--- src/hdl/ael_pkg.sv ---
package ael_pkg;

	// field and register widths
	localparam int GAIN_W    = 10;
	localparam int LINES_W   = 16;
	localparam int SHS_W     = 10;
	localparam int MINEXP_W  = 10;
	localparam int MEAN_W    = 16;
	localparam int ROM_W     = 24;
	localparam int FAC_W     = 15;
	localparam int CFG_IDX_W = 3;
	localparam int CFG_DAT_W = 16;

	// iterative unit sizes
	localparam int DIV_N_W  = 56;
	localparam int DIV_D_W  = 30;
	localparam int SQ_W     = 40;
	localparam int SQ_STEPS = 20;
	localparam int CNT_W    = 6;

	localparam int unsigned GAIN_MAX_DEF = 720;
	localparam int unsigned GAIN_MIN_DEF = 0;

	// factor limits, U1.14
	localparam logic [FAC_W-1:0] FAC_ONE = 15'd16384;
	localparam logic [FAC_W-1:0] FAC_LO  = 15'd10928;
	localparam logic [FAC_W-1:0] FAC_HI  = 15'd24576;

	// gain table construction, products kept in units of 1e-9
	localparam logic [127:0] E9 = 128'd1000000000;
	localparam logic [39:0] POW_BITS [GAIN_W] = '{
		40'd1011579454, 40'd1023292992, 40'd1047128548, 40'd1096478196,
		40'd1202264435, 40'd1445439771, 40'd2089296131, 40'd4365158322,
		40'd19054607180, 40'd363078054770
	};

	typedef enum logic [4:0] {
		OP_NONE,
		OP_ACCEPT,
		OP_DIV_STEP,
		OP_AVG_SET,
		OP_RATIO,
		OP_SQ_START,
		OP_SQ_STEP,
		OP_FACTOR,
		OP_MUL1,
		OP_MUL2,
		OP_TEST,
		OP_R_SET,
		OP_RSQ,
		OP_PROBE,
		OP_RD1,
		OP_RD2,
		OP_CMP,
		OP_FINISH
	} op_t;

	typedef struct packed {
		op_t op;
	} cmd_t;

	typedef struct packed {
		logic last;
		logic over;
		logic srch_done;
		logic out_free;
	} status_t;

	// entry g = round(4096 * product of 10^(2^k/200) for set bits k), saturated
	function automatic logic [ROM_W-1:0] gain_entry(input logic [GAIN_W-1:0] g);
		logic [127:0] p;
		logic [127:0] v;
		int k;
		p = E9;
		for (k = 0; k < GAIN_W; k++) begin
			if (g[k]) begin
				p = (p * 128'(POW_BITS[k]) + E9 / 2) / E9;
			end
		end
		v = (p * 128'd4096 + E9 / 2) / E9;
		return (v > 128'hFFFFFF) ? 24'hFFFFFF : v[ROM_W-1:0];
	endfunction

endpackage

--- src/hdl/ael_ctrl.sv ---
module ael_ctrl (
	input  logic             clk,
	input  logic             arst_n,
	input  logic             frame_valid,
	output logic             frame_stall,
	input  ael_pkg::status_t st,
	output ael_pkg::cmd_t    cmd
);
	import ael_pkg::*;

	typedef enum logic [17:0] {
		S_IDLE     = 18'h00001,
		S_AVG_SET  = 18'h00002,
		S_RATIO    = 18'h00004,
		S_Q_DIV    = 18'h00008,
		S_SQ_START = 18'h00010,
		S_SQ       = 18'h00020,
		S_FACTOR   = 18'h00040,
		S_MUL1     = 18'h00080,
		S_MUL2     = 18'h00100,
		S_TEST     = 18'h00200,
		S_R_DIV    = 18'h00400,
		S_R_SET    = 18'h00800,
		S_RSQ      = 18'h01000,
		S_PROBE    = 18'h02000,
		S_RD1      = 18'h04000,
		S_RD2      = 18'h08000,
		S_CMP      = 18'h10000,
		S_FINISH   = 18'h20000
	} state_t;

	state_t state_q, state_d;

	assign frame_stall = (state_q != S_IDLE);

	always_comb begin
		state_d = state_q;
		cmd.op  = OP_NONE;
		case (state_q)
			S_IDLE: begin
				if (frame_valid) begin
					cmd.op  = OP_ACCEPT;
					state_d = S_AVG_SET;
				end
			end
			S_AVG_SET: begin
				cmd.op  = OP_AVG_SET;
				state_d = S_RATIO;
			end
			S_RATIO: begin
				cmd.op  = OP_RATIO;
				state_d = S_Q_DIV;
			end
			S_Q_DIV: begin
				cmd.op = OP_DIV_STEP;
				if (st.last) state_d = S_SQ_START;
			end
			S_SQ_START: begin
				cmd.op  = OP_SQ_START;
				state_d = S_SQ;
			end
			S_SQ: begin
				cmd.op = OP_SQ_STEP;
				if (st.last) state_d = S_FACTOR;
			end
			S_FACTOR: begin
				cmd.op  = OP_FACTOR;
				state_d = S_MUL1;
			end
			S_MUL1: begin
				cmd.op  = OP_MUL1;
				state_d = S_MUL2;
			end
			S_MUL2: begin
				cmd.op  = OP_MUL2;
				state_d = S_TEST;
			end
			S_TEST: begin
				cmd.op  = OP_TEST;
				state_d = st.over ? S_R_DIV : S_FINISH;
			end
			S_R_DIV: begin
				cmd.op = OP_DIV_STEP;
				if (st.last) state_d = S_R_SET;
			end
			S_R_SET: begin
				cmd.op  = OP_R_SET;
				state_d = S_RSQ;
			end
			S_RSQ: begin
				cmd.op  = OP_RSQ;
				state_d = S_PROBE;
			end
			S_PROBE: begin
				if (st.srch_done) begin
					state_d = S_FINISH;
				end else begin
					cmd.op  = OP_PROBE;
					state_d = S_RD1;
				end
			end
			S_RD1: begin
				cmd.op  = OP_RD1;
				state_d = S_RD2;
			end
			S_RD2: begin
				cmd.op  = OP_RD2;
				state_d = S_CMP;
			end
			S_CMP: begin
				cmd.op  = OP_CMP;
				state_d = S_PROBE;
			end
			S_FINISH: begin
				if (st.out_free) begin
					cmd.op  = OP_FINISH;
					state_d = S_IDLE;
				end
			end
			default: begin
				state_d = S_IDLE;
			end
		endcase
	end

	always_ff @(posedge clk or negedge arst_n) begin
		if (!arst_n) begin
			state_q <= S_IDLE;
		end else begin
			state_q <= state_d;
		end
	end

`ifndef SYNTH
	a_finish_waits: assert property (@(posedge clk) disable iff (!arst_n)
		(state_q == S_FINISH && !st.out_free) |=> state_q == S_FINISH)
		else $error("finish left while result register busy");

	a_accept_starts: assert property (@(posedge clk) disable iff (!arst_n)
		(state_q == S_IDLE && frame_valid) |=> state_q == S_AVG_SET)
		else $error("accepted item did not start averaging");
`endif

endmodule

--- config.mk ---
export PLATFORM = sky130hd
export DESIGN_NAME = ael_ctrl
export DESIGN_NICKNAME = d
export VERILOG_FILES = /design/src/hdl/ael_pkg.sv /design/src/hdl/ael_ctrl.sv
export SDC_FILE = /design/constraint.sdc
export NUM_CORES = 1
export LEC_CHECK = 0
export BUFFER_PORTS_ARGS = -buffer_cell sky130_fd_sc_hd__buf_4
export CORE_MARGIN = 5
export CORE_UTILIZATION = 40
export DETAILED_ROUTE_END_ITERATION = 10
export PLACE_DENSITY = 0.64
export SKIP_CTS_REPAIR_TIMING = 1
export SLEW_MARGIN = 20
export SYNTH_ARGS = -nofsm -noshare
export SYNTH_HDL_FRONTEND = slang
export SYNTH_SLANG_ARGS = --single-unit
--- constraint.sdc ---
create_clock -name clk -period 2 [get_ports clk]
set_input_delay 0.2 -clock clk [delete_from_list [all_inputs] [get_ports clk]]
set_output_delay 0.2 -clock clk [all_outputs]
set_load 0.02 [all_outputs]
==> results of run 1 <==
-- synth_stat cells, drive strengths merged --
cell type and instances:
o22ai 1, nor4b 2, o21ai 7, nand3b 1, nand3 6, or4 3, mux2i 1, xnor2 2
nor4 9, clkbuf 1, a21oi 2, nand2 12, nand4 5, buf 5, a31oi 3, nor2 12
o2111ai 1, dfrtp 17, nor3 11, xor2 3, or3 3, and3 1, o221ai 2, nor3b 3
a22o 1, nand2b 2, inv 6, and2 1, o2bb2ai 1, o32ai 3, or2 1, dfstp 1
and4b 2
-- cells in the final DEF (no fill, tap or decap), drive strengths merged, types with 5 or more instances in the layout --
cell type / netlist / final
nand4: 5 / 5
nand3: 6 / 6
nand2: 12 / 12
o21ai: 7 / 7
dfrtp: 17 / 17
inv: 6 / 6
nor4: 9 / 9
buf: 5 / 57
nor3: 11 / 11
nor2: 12 / 12
-- power breakdown --
part,switching [W],internal (W)
registers,0.0000329,0.000402
logic,0.000552,0.000552
clock network,0.000120,0.0000777
total,0.000704,0.00103
-- area by class of cell --
cell class / count / area (um^2) / share of cell area, %
Tap cell: 31 / 38.8 / 2.13
Clock buffer: 4 / 26.3 / 1.44
Sequential cell: 18 / 452 / 24.8
Timing Repair Buffer: 58 / 457 / 25.1
Multi-Input combinational cell: 101 / 826 / 45.3
Inverter: 6 / 22.5 / 1.24
-- kinds of logic after synthesis --
family,after synthesis
flip-flops,18
XOR/XNOR,5
AND/OR/NAND/NOR,74
multiplexers,1
AO/OA/AOI/OAI,21
buffers and inverters,12
-- final timing paths --
kind / start / endpoint / slack [ns] / depth (start not counted)
setup / recovery: state_q[15] / cmd[0] / -0.38 / 7
hold / removal: frame_valid / state_q[0] / 0.06 / 2
setup reg to reg: state_q[15] / state_q[10] / -0.22 / 10
hold reg to reg: state_q[3] / state_q[3] / 0.58 / 1
max in group asynchronous: arst_n / state_q[0] / 1.43 / 2
min in group asynchronous: arst_n / state_q[12] / 0.31 / 2
-- through the flow --
step,TNS (ns),utilization [%],total power (W),setup slack [ns],area [um^2]
after floorplan,0,-,0.000907,0.0121,1210
after global placement,-0.177,54.6,0.00125,-0.0767,1530
after detailed placement,-0.442,54.6,0.00127,-0.0790,1530
after CTS,-2.73,55.5,0.00147,-0.437,1560
after global routing,-4.39,64.9,0.00184,-0.494,1820
final,-3.25,64.9,0.00174,-0.384,1820
-- metal layers --
metal  GRT usage (%)  routed length, um  share of wire [%]
met1            22.6               1630                 44
met2            25.9               1880                 50
met3            2.94                156                4.2
met4            7.65                 54                1.4
met5               0                  0                  0
-- worst max-delay path: stages, from the launching register on --
cell     delay (ns)
dfrtp_1        0.43
nor4_4         0.27
buf_4          0.19
buf_6          0.10
nand4_1        0.25
nor3_2         0.31
or4_4          0.19
buf_4          0.14
==> out/results.txt, run 1 <==
The flow ran to the end, but the final reports show violations. The checks that failed: setup timing. The leading area contributor after synthesis is dfrtp_1. At the later pin of the worst-skew pair, clock insertion delay measures 0.30 ns.

After global routing the overflow that remains totals 0. For the pin with the worst max-slew slack, the measured transition is 0.404 ns. The combinational family with the most area after synthesis was simple AND/OR/NAND/NOR gates. TritonCTS created 3 clock buffers. In this run the vertical extent of the chip is 64.8 um.

Clock-pin slew was measured on the worst setup and hold paths at 0.11 ns. The die area was 0.00420 mm^2; the synthesized area was 0.00120 mm^2. For this design the ratio of total power to cell area is 953 mW/mm^2. Timing would allow up to 0.420 GHz. Headroom to the max-slew limit came out at 72.9%. Setup repair after global routing could not meet its margin everywhere.

In the post-synthesis netlist, the biggest area contributors are dfrtp_1, nor3_1, nand2_1. The tools report the kind of launch point of the worst setup path as a register. After technology mapping, the gate count stands at 131. Clock tree synthesis selected as its root buffer the cell clkbuf_4. The routed layout has 1,277 vias. Die width: 64.8 um. Setup violations remaining at the end of the flow were counted as 13.

The area fraction of the dominant cell type after synthesis was 35.5%. The final count of pins violating max slew is 0, and the wire length of the first global-routing pass is 5450 um. Dividing the detail-routed wire length by the instance count gives 17.1 um.

In the finished design, the share of the clock period the worst path needs comes to 119%. The first-pass iteration count of the detailed router was 4; the arrival time of data at the critical path endpoint was 2.18 ns. The tools report the post-detailed-route count of antenna-violating nets as 0. The tools report the element type at the critical path end as an output pin. The most flop-heavy register is state_q. For the net total in the final layout, the log shows 195.

The tools report the count of unique library cells instantiated by Yosys as 45. The worst-case setup margin in the final layout was -0.384 ns. The number of buffer cells added on primary ports is 12, and the via count of the first global-routing pass is 1,164. The number of flip-flops under the largest register name came out at 18. The analysis attributes to cell leakage a power of 0.839 nW. The placer congestion estimate came out at 0.911. Hold timing on the final database bottoms out at a slack of 0.0636 ns. The synthesized netlist devotes 3.65% of its cell area to XOR and XNOR gates. Required time of the worst setup path: 1.80 ns. Fraction of final layout cells sized beyond drive strength 1: 49.7%. The number of antenna violations at the first check in global routing is 0, and the detailed-placement wirelength estimate is 2510 um. The category of the critical setup timing path was reg2out. Global routing used 16.7% of the available tracks.

Dividing the detail-routed via count by the number of cells gives 5.86. For the aggregate routed wire length, the log shows 3730 um. The portion of synthesized area spent on multiplexers is 0.834%. In this run the worst hold path is classified as in2reg.

Summing the areas of all fa, ha and maj instances in the mapped netlist gives 0% of the synthesized area. The DRC violation count after routing was 0. TritonCTS built the clock tree. In the final layout, the registers with the most flip-flops are state_q (18). Of all nets on the critical path, the largest fanout is 6. The run gives 0.000755 V as the worst ir drop on vdd.

Counting along the longest clock path gives a buffer depth of 2. The number of inserted filler cells in the final layout is 212, and the count of pins on the block boundary is 13. Clock skew on the completed layout was measured at 0.00254 ns. The tools report the initial DRC count as 99. The synthesized-area fraction occupied by ao, oa, aoi and oai cells came out at 12.8%.

The floorplan has 19 rows. The tools report the number of hold violations in the final report as 0. The number of cells after detailed placement was 201; the post-synthesis average cell area was 9.16 um^2. Sequential cells were found to cover 37.6% of the synthesized design area.

Entering global routing, the biggest net connects 19 pins. The initial utilization of the core area, before any placement, comes to 42.8%. 0 antenna diodes ended up in the layout. The layout overhead on the synthesized area was 51.8%. Synthesis produced a netlist with a net count of 138. Yosys printed 0 warnings.

After Yosys synthesis, and, or, nand and nor cells account for 38.7% of the synthesized area. The area of the placeable core is 0.00281 mm^2, and the max-capacitance violation count is 0. The routed design could run at a clock period as short as 2.38 ns. For this design, the sink count on the clock tree is 18. The post-route non-filler standard cell count was 218. The run gives 1 as the number of H-tree levels. The flip-flop and latch count after synthesis was 18.
Power figures use the tool's default switching activity.
==> run 2: changes to the inputs <==
Settings changed: CELL_PAD_IN_SITES_DETAIL_PLACEMENT set to 1, CELL_PAD_IN_SITES_GLOBAL_PLACEMENT set to 1, CORE_UTILIZATION 40 to 39, PLACE_DENSITY 0.64 to 0.77.
==> out/results.txt, run 2 (same netlist as run 1, synthesis figures left out) <==
For the starting density of the core, the log shows 40.0% (-2.8 points). The tools report the diode insertion count for antenna repair as 0 (unchanged). The fraction of the cycle the final worst path needs works out to 125% (+5.3 points). Category of the critical setup timing path: reg2out.

The detailed-route wire length per cell is 20.8 um (+22%). The final count of pins violating max slew came out at 0 (unchanged). For the area of the placeable core, the log shows 0.00300 mm^2 (+7.0%). For the detailed-placement wirelength estimate, the log shows 3210 um (+28%). TritonCTS built the clock tree.

The global-route total usage across every layer was 20.7% (+4.0 points). The slowest cell on the critical path is or4_4. The wire length of the first global-routing pass is 6840 um (+26%), and the worst max-slew margin expressed relative to the limit is 67.7% (-5.2 points). The post-detailed-route count of antenna-violating nets is 0 (unchanged), and the maximum clock rate is 0.402 GHz (-4.3%). The first-pass iteration count of the detailed router is 4 (unchanged), and the die span in y is 65.5 um (+1.1%). The net total in the final layout is 200 (+2.6%), and the number of clock sinks is 18 (unchanged).

End of the worst register-to-register path: state_q[10]. The leakage power summed over all cells is 0.858 nW (+2.2%), and the layout overhead on the synthesized area is 51.4%. For the site row count, the log shows 20 (+1). The number of cells after detailed placement is 209 (+4.0%), and the clock insertion delay at the later pin of the skew report is 0.32 ns (+0.02 ns).

The largest fanout on the critical path works out to 4 (-2). The length in cells of the worst reg-to-reg path was 9 (-1); the minimum setup slack after placement was -0.118 ns (-0.0387 ns). The number of hold violations in the final report was 0 (unchanged); the power density of the placed cells was 932 mW/mm^2 (-2.2%).

The vias per cell is 5.88 (+0.45%). STA classifies the critical path startpoint as a register. The run gives -0.25 ns (-0.03 ns) as the slack of the worst reg-to-reg path. The actual slew at the worst max-slew pin works out to 0.481 ns (+0.0776 ns).

Initial DRC count: 31 (-69%). The largest registers in the layout are state_q (18). Final critical-path required period: 2.49 ns (+0.107 ns). Aggregate routed wire length: 4690 um (+26%). Traced cell by cell, the critical path runs through or4_4 -> nor4_4 -> and4b_1 -> or2_1 -> or3_4 -> buf_6. For the number of antenna violations at the first check in global routing, the log shows 0 (unchanged). The via count of the first global-routing pass was 1,380 (+19%); the fraction of final layout cells sized beyond drive strength 1 was 48.4% (-1.3 points). For the max-capacitance violation count, the log shows 0 (unchanged).

Die area: 0.00429 mm^2 (+2.2%). The worst setup path is captured at an output pin. The die width works out to 65.5 um (+1.1%).

The vias after detailed routing is 1,324 (+3.7%), and the worst ir drop on vdd is 0.000506 V (-33%). The overall power consumption is 0.00169 W (-2.5%). Worst hold-check path type: in2reg.

The flow ran to the end, but the final reports show violations. The remaining global-route overflow is 0 (unchanged), and the arrival time of data at the critical path endpoint is 2.29 ns (+0.11 ns). The worst-case setup margin in the final layout was -0.490 ns (-0.107 ns). Most flop-heavy register: state_q. The checks that failed: setup timing.

The tools report the largest net degree at the start of global routing as 19 (unchanged). The library cell used most frequently in the layout, excluding fill and tap cells, is buf_4. The maximum clock insertion buffer count was 2 (unchanged). The number of H-tree levels is 1 (unchanged), and the number of buffer cells added on primary ports is 12 (unchanged). The required time of the worst setup path is 1.80 ns (about the same), and the clock transition at the registers of the reported paths is 0.12 ns (about the same).

The number of endpoints failing setup at the final stage was 13 (unchanged); the placer congestion estimate was 0.914 (+0.41%). The buffer type at the clock tree root is clkbuf_4. For the number of CTS-inserted buffers, the log shows 3 (unchanged). The tools report the count of pins on the block boundary as 13 (unchanged). The depth of the worst hold-timing path was 2 (unchanged); the post-route non-filler standard cell count was 225 (+3.2%).

The path with the worst hold slack has its endpoint at state_q[0]. For the DRC violation count after routing, the log shows 0 (unchanged). The startpoint identified for the worst hold timing path is frame_valid. The post-route clock skew is 0.00676 ns (+0.00422 ns). Setup repair after global routing could not meet its margin everywhere. The launch point of the worst reg-to-reg path is state_q[13].

The library cells used most frequently in the layout, excluding fill and tap cells, are buf_4, dfrtp_1, nor2_1. Biggest cell delay along the critical path: 0.60 ns (+0.17 ns). The number of flip-flops under the largest register name works out to 18 (unchanged). The number of inserted filler cells in the final layout came out at 356 (+68%).
## run 2: cell count changes in the layout (fill, tap and decap cells not counted), moves of 2 or more
cell	delta
nor2_4	-2
nand3_1	+2
buf_4	+4
nor2_1	+2
## run 2: per-stage QoR
step | cell area (um^2) | TNS (ns) | utilization (%) | hold WS, ns
after floorplan | 1210 | 0 | - | -0.0956
after global placement | 1580 | -0.0438 | 52.6 | 0.0859
after detailed placement | 1580 | -0.179 | 52.6 | 0.0880
after CTS | 1610 | -2.41 | 53.5 | -0.257
after global routing | 1820 | -5.44 | 60.5 | 0.0408
final | 1820 | -3.92 | 60.5 | 0.0480
## run 2: how the worst max path moves through the flow
stage	from	endpoint	slack [ns]	depth (start not counted)
2_1_floorplan	state_q[6]	cmd[4]	0.01	4
3_3_place_gp	state_q[4]	cmd[3]	-0.03	6
3_5_place_dp	state_q[4]	cmd[3]	-0.12	6
4_1_cts	state_q[4]	cmd[3]	-0.49	6
5_1_grt	state_q[17]	cmd[3]	-0.58	6
6_report	state_q[17]	cmd[3]	-0.49	6
## run 2: area by class of cell
class | instances | area, um^2 | area share, %
Multi-Input combinational cell | 101 | 777 | 42.8
Clock buffer | 4 | 26.3 | 1.45
Tap cell | 33 | 41.3 | 2.27
Timing Repair Buffer | 63 | 498 | 27.4
Sequential cell | 18 | 452 | 24.9
Inverter | 6 | 22.5 | 1.24
## run 2: critical path: cells and delay by family (launching register included)
family / cells / cell delay, ns
buffers and inverters: 1 / 0.11
flip-flops: 1 / 0.43
AND/OR/NAND/NOR: 5 / 1.43
## run 2: metal layers
metal / track usage [%] / wire length, um
met1: 26.8 / 1940
met2: 36.0 / 2460
met3: 2.74 / 184
met4: 5.70 / 106
met5: 0 / 0
## run 2: where the power goes
part	internal, W	leakage [nW]	switching (W)
clock network	0.0000782	0.0150	0.000134
registers	0.000402	0.247	0.0000376
logic	0.000529	0.596	0.000511
total	0.00101	0.858	0.000683
==> run 3: changes to the inputs <==
Settings changed: PLACE_DENSITY 0.77 to 0.71.
Clock period 2 ns to 2.29 ns, I/O delays scaled along.
==> out/results.txt, run 3 (same netlist as run 1, synthesis figures left out) <==
The flow ran to the end, but the final reports show violations. The checks that failed: setup timing. Remaining global-route overflow: 0 (unchanged). The critical path in this run is classified as reg2out.

Worst hold-check path type: in2reg. The library cell used most frequently in the layout, excluding fill and tap cells, is buf_4. Leakage power summed over all cells: 0.707 nW (-18%).

The tools report the worst ir drop on vdd as 0.000348 V (-31%). For the fraction of power consumed by combinational cells, the log shows 54.2% (-7.3 points). Internal power: 0.000790 W (-22%). Length in cells of the worst reg-to-reg path: 8 (-1).

For the vias after detailed routing, the log shows 1,167 (-12%). The tools report the worst hold path startpoint as frame_valid. The die width is 65.5 um (unchanged), and the power density of the placed cells is 841 mW/mm^2 (-9.8%). The launch point of the worst reg-to-reg path was state_q[15]. The layout overhead on the synthesized area is 31.7%. The minimum setup slack after placement was 0.0618 ns (+0.179 ns). The fraction of final layout cells sized beyond drive strength 1 was 40.4% (-8.1 points); the slack of the worst reg-to-reg path was 0.14 ns (+0.39 ns). The number of buffer cells added on primary ports works out to 12 (unchanged). The run gives 3970 um (-15%) as the aggregate routed wire length.

The logs give 0.404 GHz for the maximum clock rate and 50 (+61%) for the initial DRC count. The site row count was 20 (unchanged); the required time of the worst setup path was 2.06 ns (+0.26 ns). The die span in y was 65.5 um (unchanged); the clock insertion delay at the later pin of the skew report was 0.31 ns (about the same). The net total in the final layout was 174 (-13%); the post-detailed-route count of antenna-violating nets was 0 (unchanged). The clock transition at the registers of the reported paths is 0.12 ns (about the same), and the count of pins on the block boundary is 13 (unchanged). The final non-filler cell area is 0.00158 mm^2 (-13%).

The actual slew at the worst max-slew pin was 0.417 ns (-0.0642 ns). The worst-case setup margin in the final layout is -0.185 ns (+0.305 ns), and the starting density of the core is 40.0% (unchanged). Sequential share of power: 29.8% (+3.8 points). The largest fanout on the critical path came out at 5 (+1).

The worst max-slew margin expressed relative to the limit is 72.0% (+4.3 points), and the vias per cell is 5.86 (-0.34%). The cell sitting at the root of the clock tree is a clkbuf_4. The maximum clock insertion buffer count was 2 (unchanged); the final critical-path required period was 2.48 ns. The run gives 0 (unchanged) as the diode insertion count for antenna repair.

The tools report the first-pass iteration count of the detailed router as 4 (unchanged). The global-route total usage across every layer was 18.4% (-2.3 points). STA classifies the critical path endpoint as an output pin. The final core area utilization came out at 52.6% (-7.9 points). The proportion of power drawn by the clock network is 16.0% (+3.5 points).

The wire length of the first global-routing pass is 6040 um (-12%), and the detailed-placement wirelength estimate is 2810 um (-12%). In the final layout, the registers with the most flip-flops are state_q (18). The die area was 0.00429 mm^2 (unchanged); the post-route clock skew was 0.00327 ns (-0.00348 ns). The number of CTS-inserted buffers is 3 (unchanged), and the placer congestion estimate is 0.991 (+8.4%). The run gives 5 (-8) as the number of endpoints failing setup at the final stage. In the layout the commonest cells are buf_4, nand2_1, nor2_1. For the number of H-tree levels, the log shows 1 (unchanged). Setup repair after global routing could not meet its margin everywhere. The most flop-heavy register is state_q.

The net switching power was 0.000539 W (-21%). The run gives 19 (unchanged) as the largest net degree at the start of global routing. After layout, the worst path uses 108% of the clock period. The via count of the first global-routing pass came out at 1,195 (-13%). Depth of the worst hold-timing path: 2 (unchanged).

The DRC violation count after routing came out at 0 (unchanged). The path with the worst hold slack has its endpoint at state_q[0]. The endpoint identified for the worst register-to-register timing path is state_q[11]. The number of flip-flops under the largest register name was 18 (unchanged); the detailed-route wire length per cell was 19.9 um (-4.3%). The tools report the final-layout setup total negative slack as -0.577 ns (+3.34 ns). STA classifies the critical path startpoint as a register.

The number of antenna violations at the first check in global routing is 0 (unchanged). The fraction of power spent switching nets was 40.6% (+0.24 points). TritonCTS built the clock tree. The cell area reported after detailed placement is 0.00140 mm^2 (-11%), and the max-capacitance violation count is 0 (unchanged).

Final count of pins violating max slew: 0 (unchanged). The number of inserted filler cells in the final layout is 342 (-3.9%), and the arrival time of data at the critical path endpoint is 2.25 ns (-0.04 ns). The area of the placeable core is 0.00300 mm^2 (unchanged), and the number of clock sinks is 18 (unchanged).

The tools report the number of hold violations in the final report as 0 (unchanged).
## run 3: worst max-delay path by stage
| stage | slack, ns | depth (start not counted) | startpoint | to |
|---|---|---|---|---|
| final | -0.19 | 6 | state_q[5] | cmd[1] |
| after global routing | -0.26 | 6 | state_q[4] | cmd[1] |
| after CTS | -0.31 | 6 | state_q[4] | cmd[1] |
| after detailed placement | 0.06 | 6 | state_q[4] | cmd[1] |
| after global placement | 0.05 | 7 | state_q[13] | cmd[3] |
| after floorplan | 0.17 | 6 | state_q[5] | cmd[0] |
## run 3: stage by stage
stage	power, W	hold slack (ns)	std cells
after floorplan	0.000775	-0.0666	131
after global placement	0.00100	0.117	186
after detailed placement	0.00101	0.122	186
after CTS	0.00122	-0.224	190
after global routing	0.00140	0.0985	199
final	0.00133	0.103	199
## run 3: critical path: stages, from the launching register on
cell     delay (ns)
dfrtp_2        0.46
or4_4          0.61
buf_4          0.17
nor4_2         0.31
nor3_1         0.13
nand3_1        0.11
buf_4          0.14
## run 3: final cells by class
| type | instances | area (um^2) | share of cell area (%) |
|---|---|---|---|
| multi-input cells | 101 | 728 | 46.1 |
| inverters | 6 | 22.5 | 1.43 |
| flip-flops and latches | 18 | 460 | 29.1 |
| well taps | 33 | 41.3 | 2.61 |
| repair buffers | 37 | 292 | 18.4 |
| clock buffers | 4 | 36.3 | 2.30 |
## run 3: routing by layer
metal / GRT usage [%] / part of all wire, % / vias up
li1: - / - / 565
met1: 25.5 / 46 / 573
met2: 29.6 / 49 / 25
met3: 2.56 / 3.8 / 4
met4: 5.44 / 1.0 / 0
met5: 0 / 0 / -
## run 3: power groups by stage
stage / combinational (W) / sequential [W] / clock (W)
after global routing: 0.000779 / 0.000399 / 0.000227
after floorplan: 0.000390 / 0.000384 / 0
after global placement: 0.000611 / 0.000393 / 0
final: 0.000720 / 0.000396 / 0.000212
after CTS: 0.000622 / 0.000387 / 0.000214
after detailed placement: 0.000619 / 0.000393 / 0
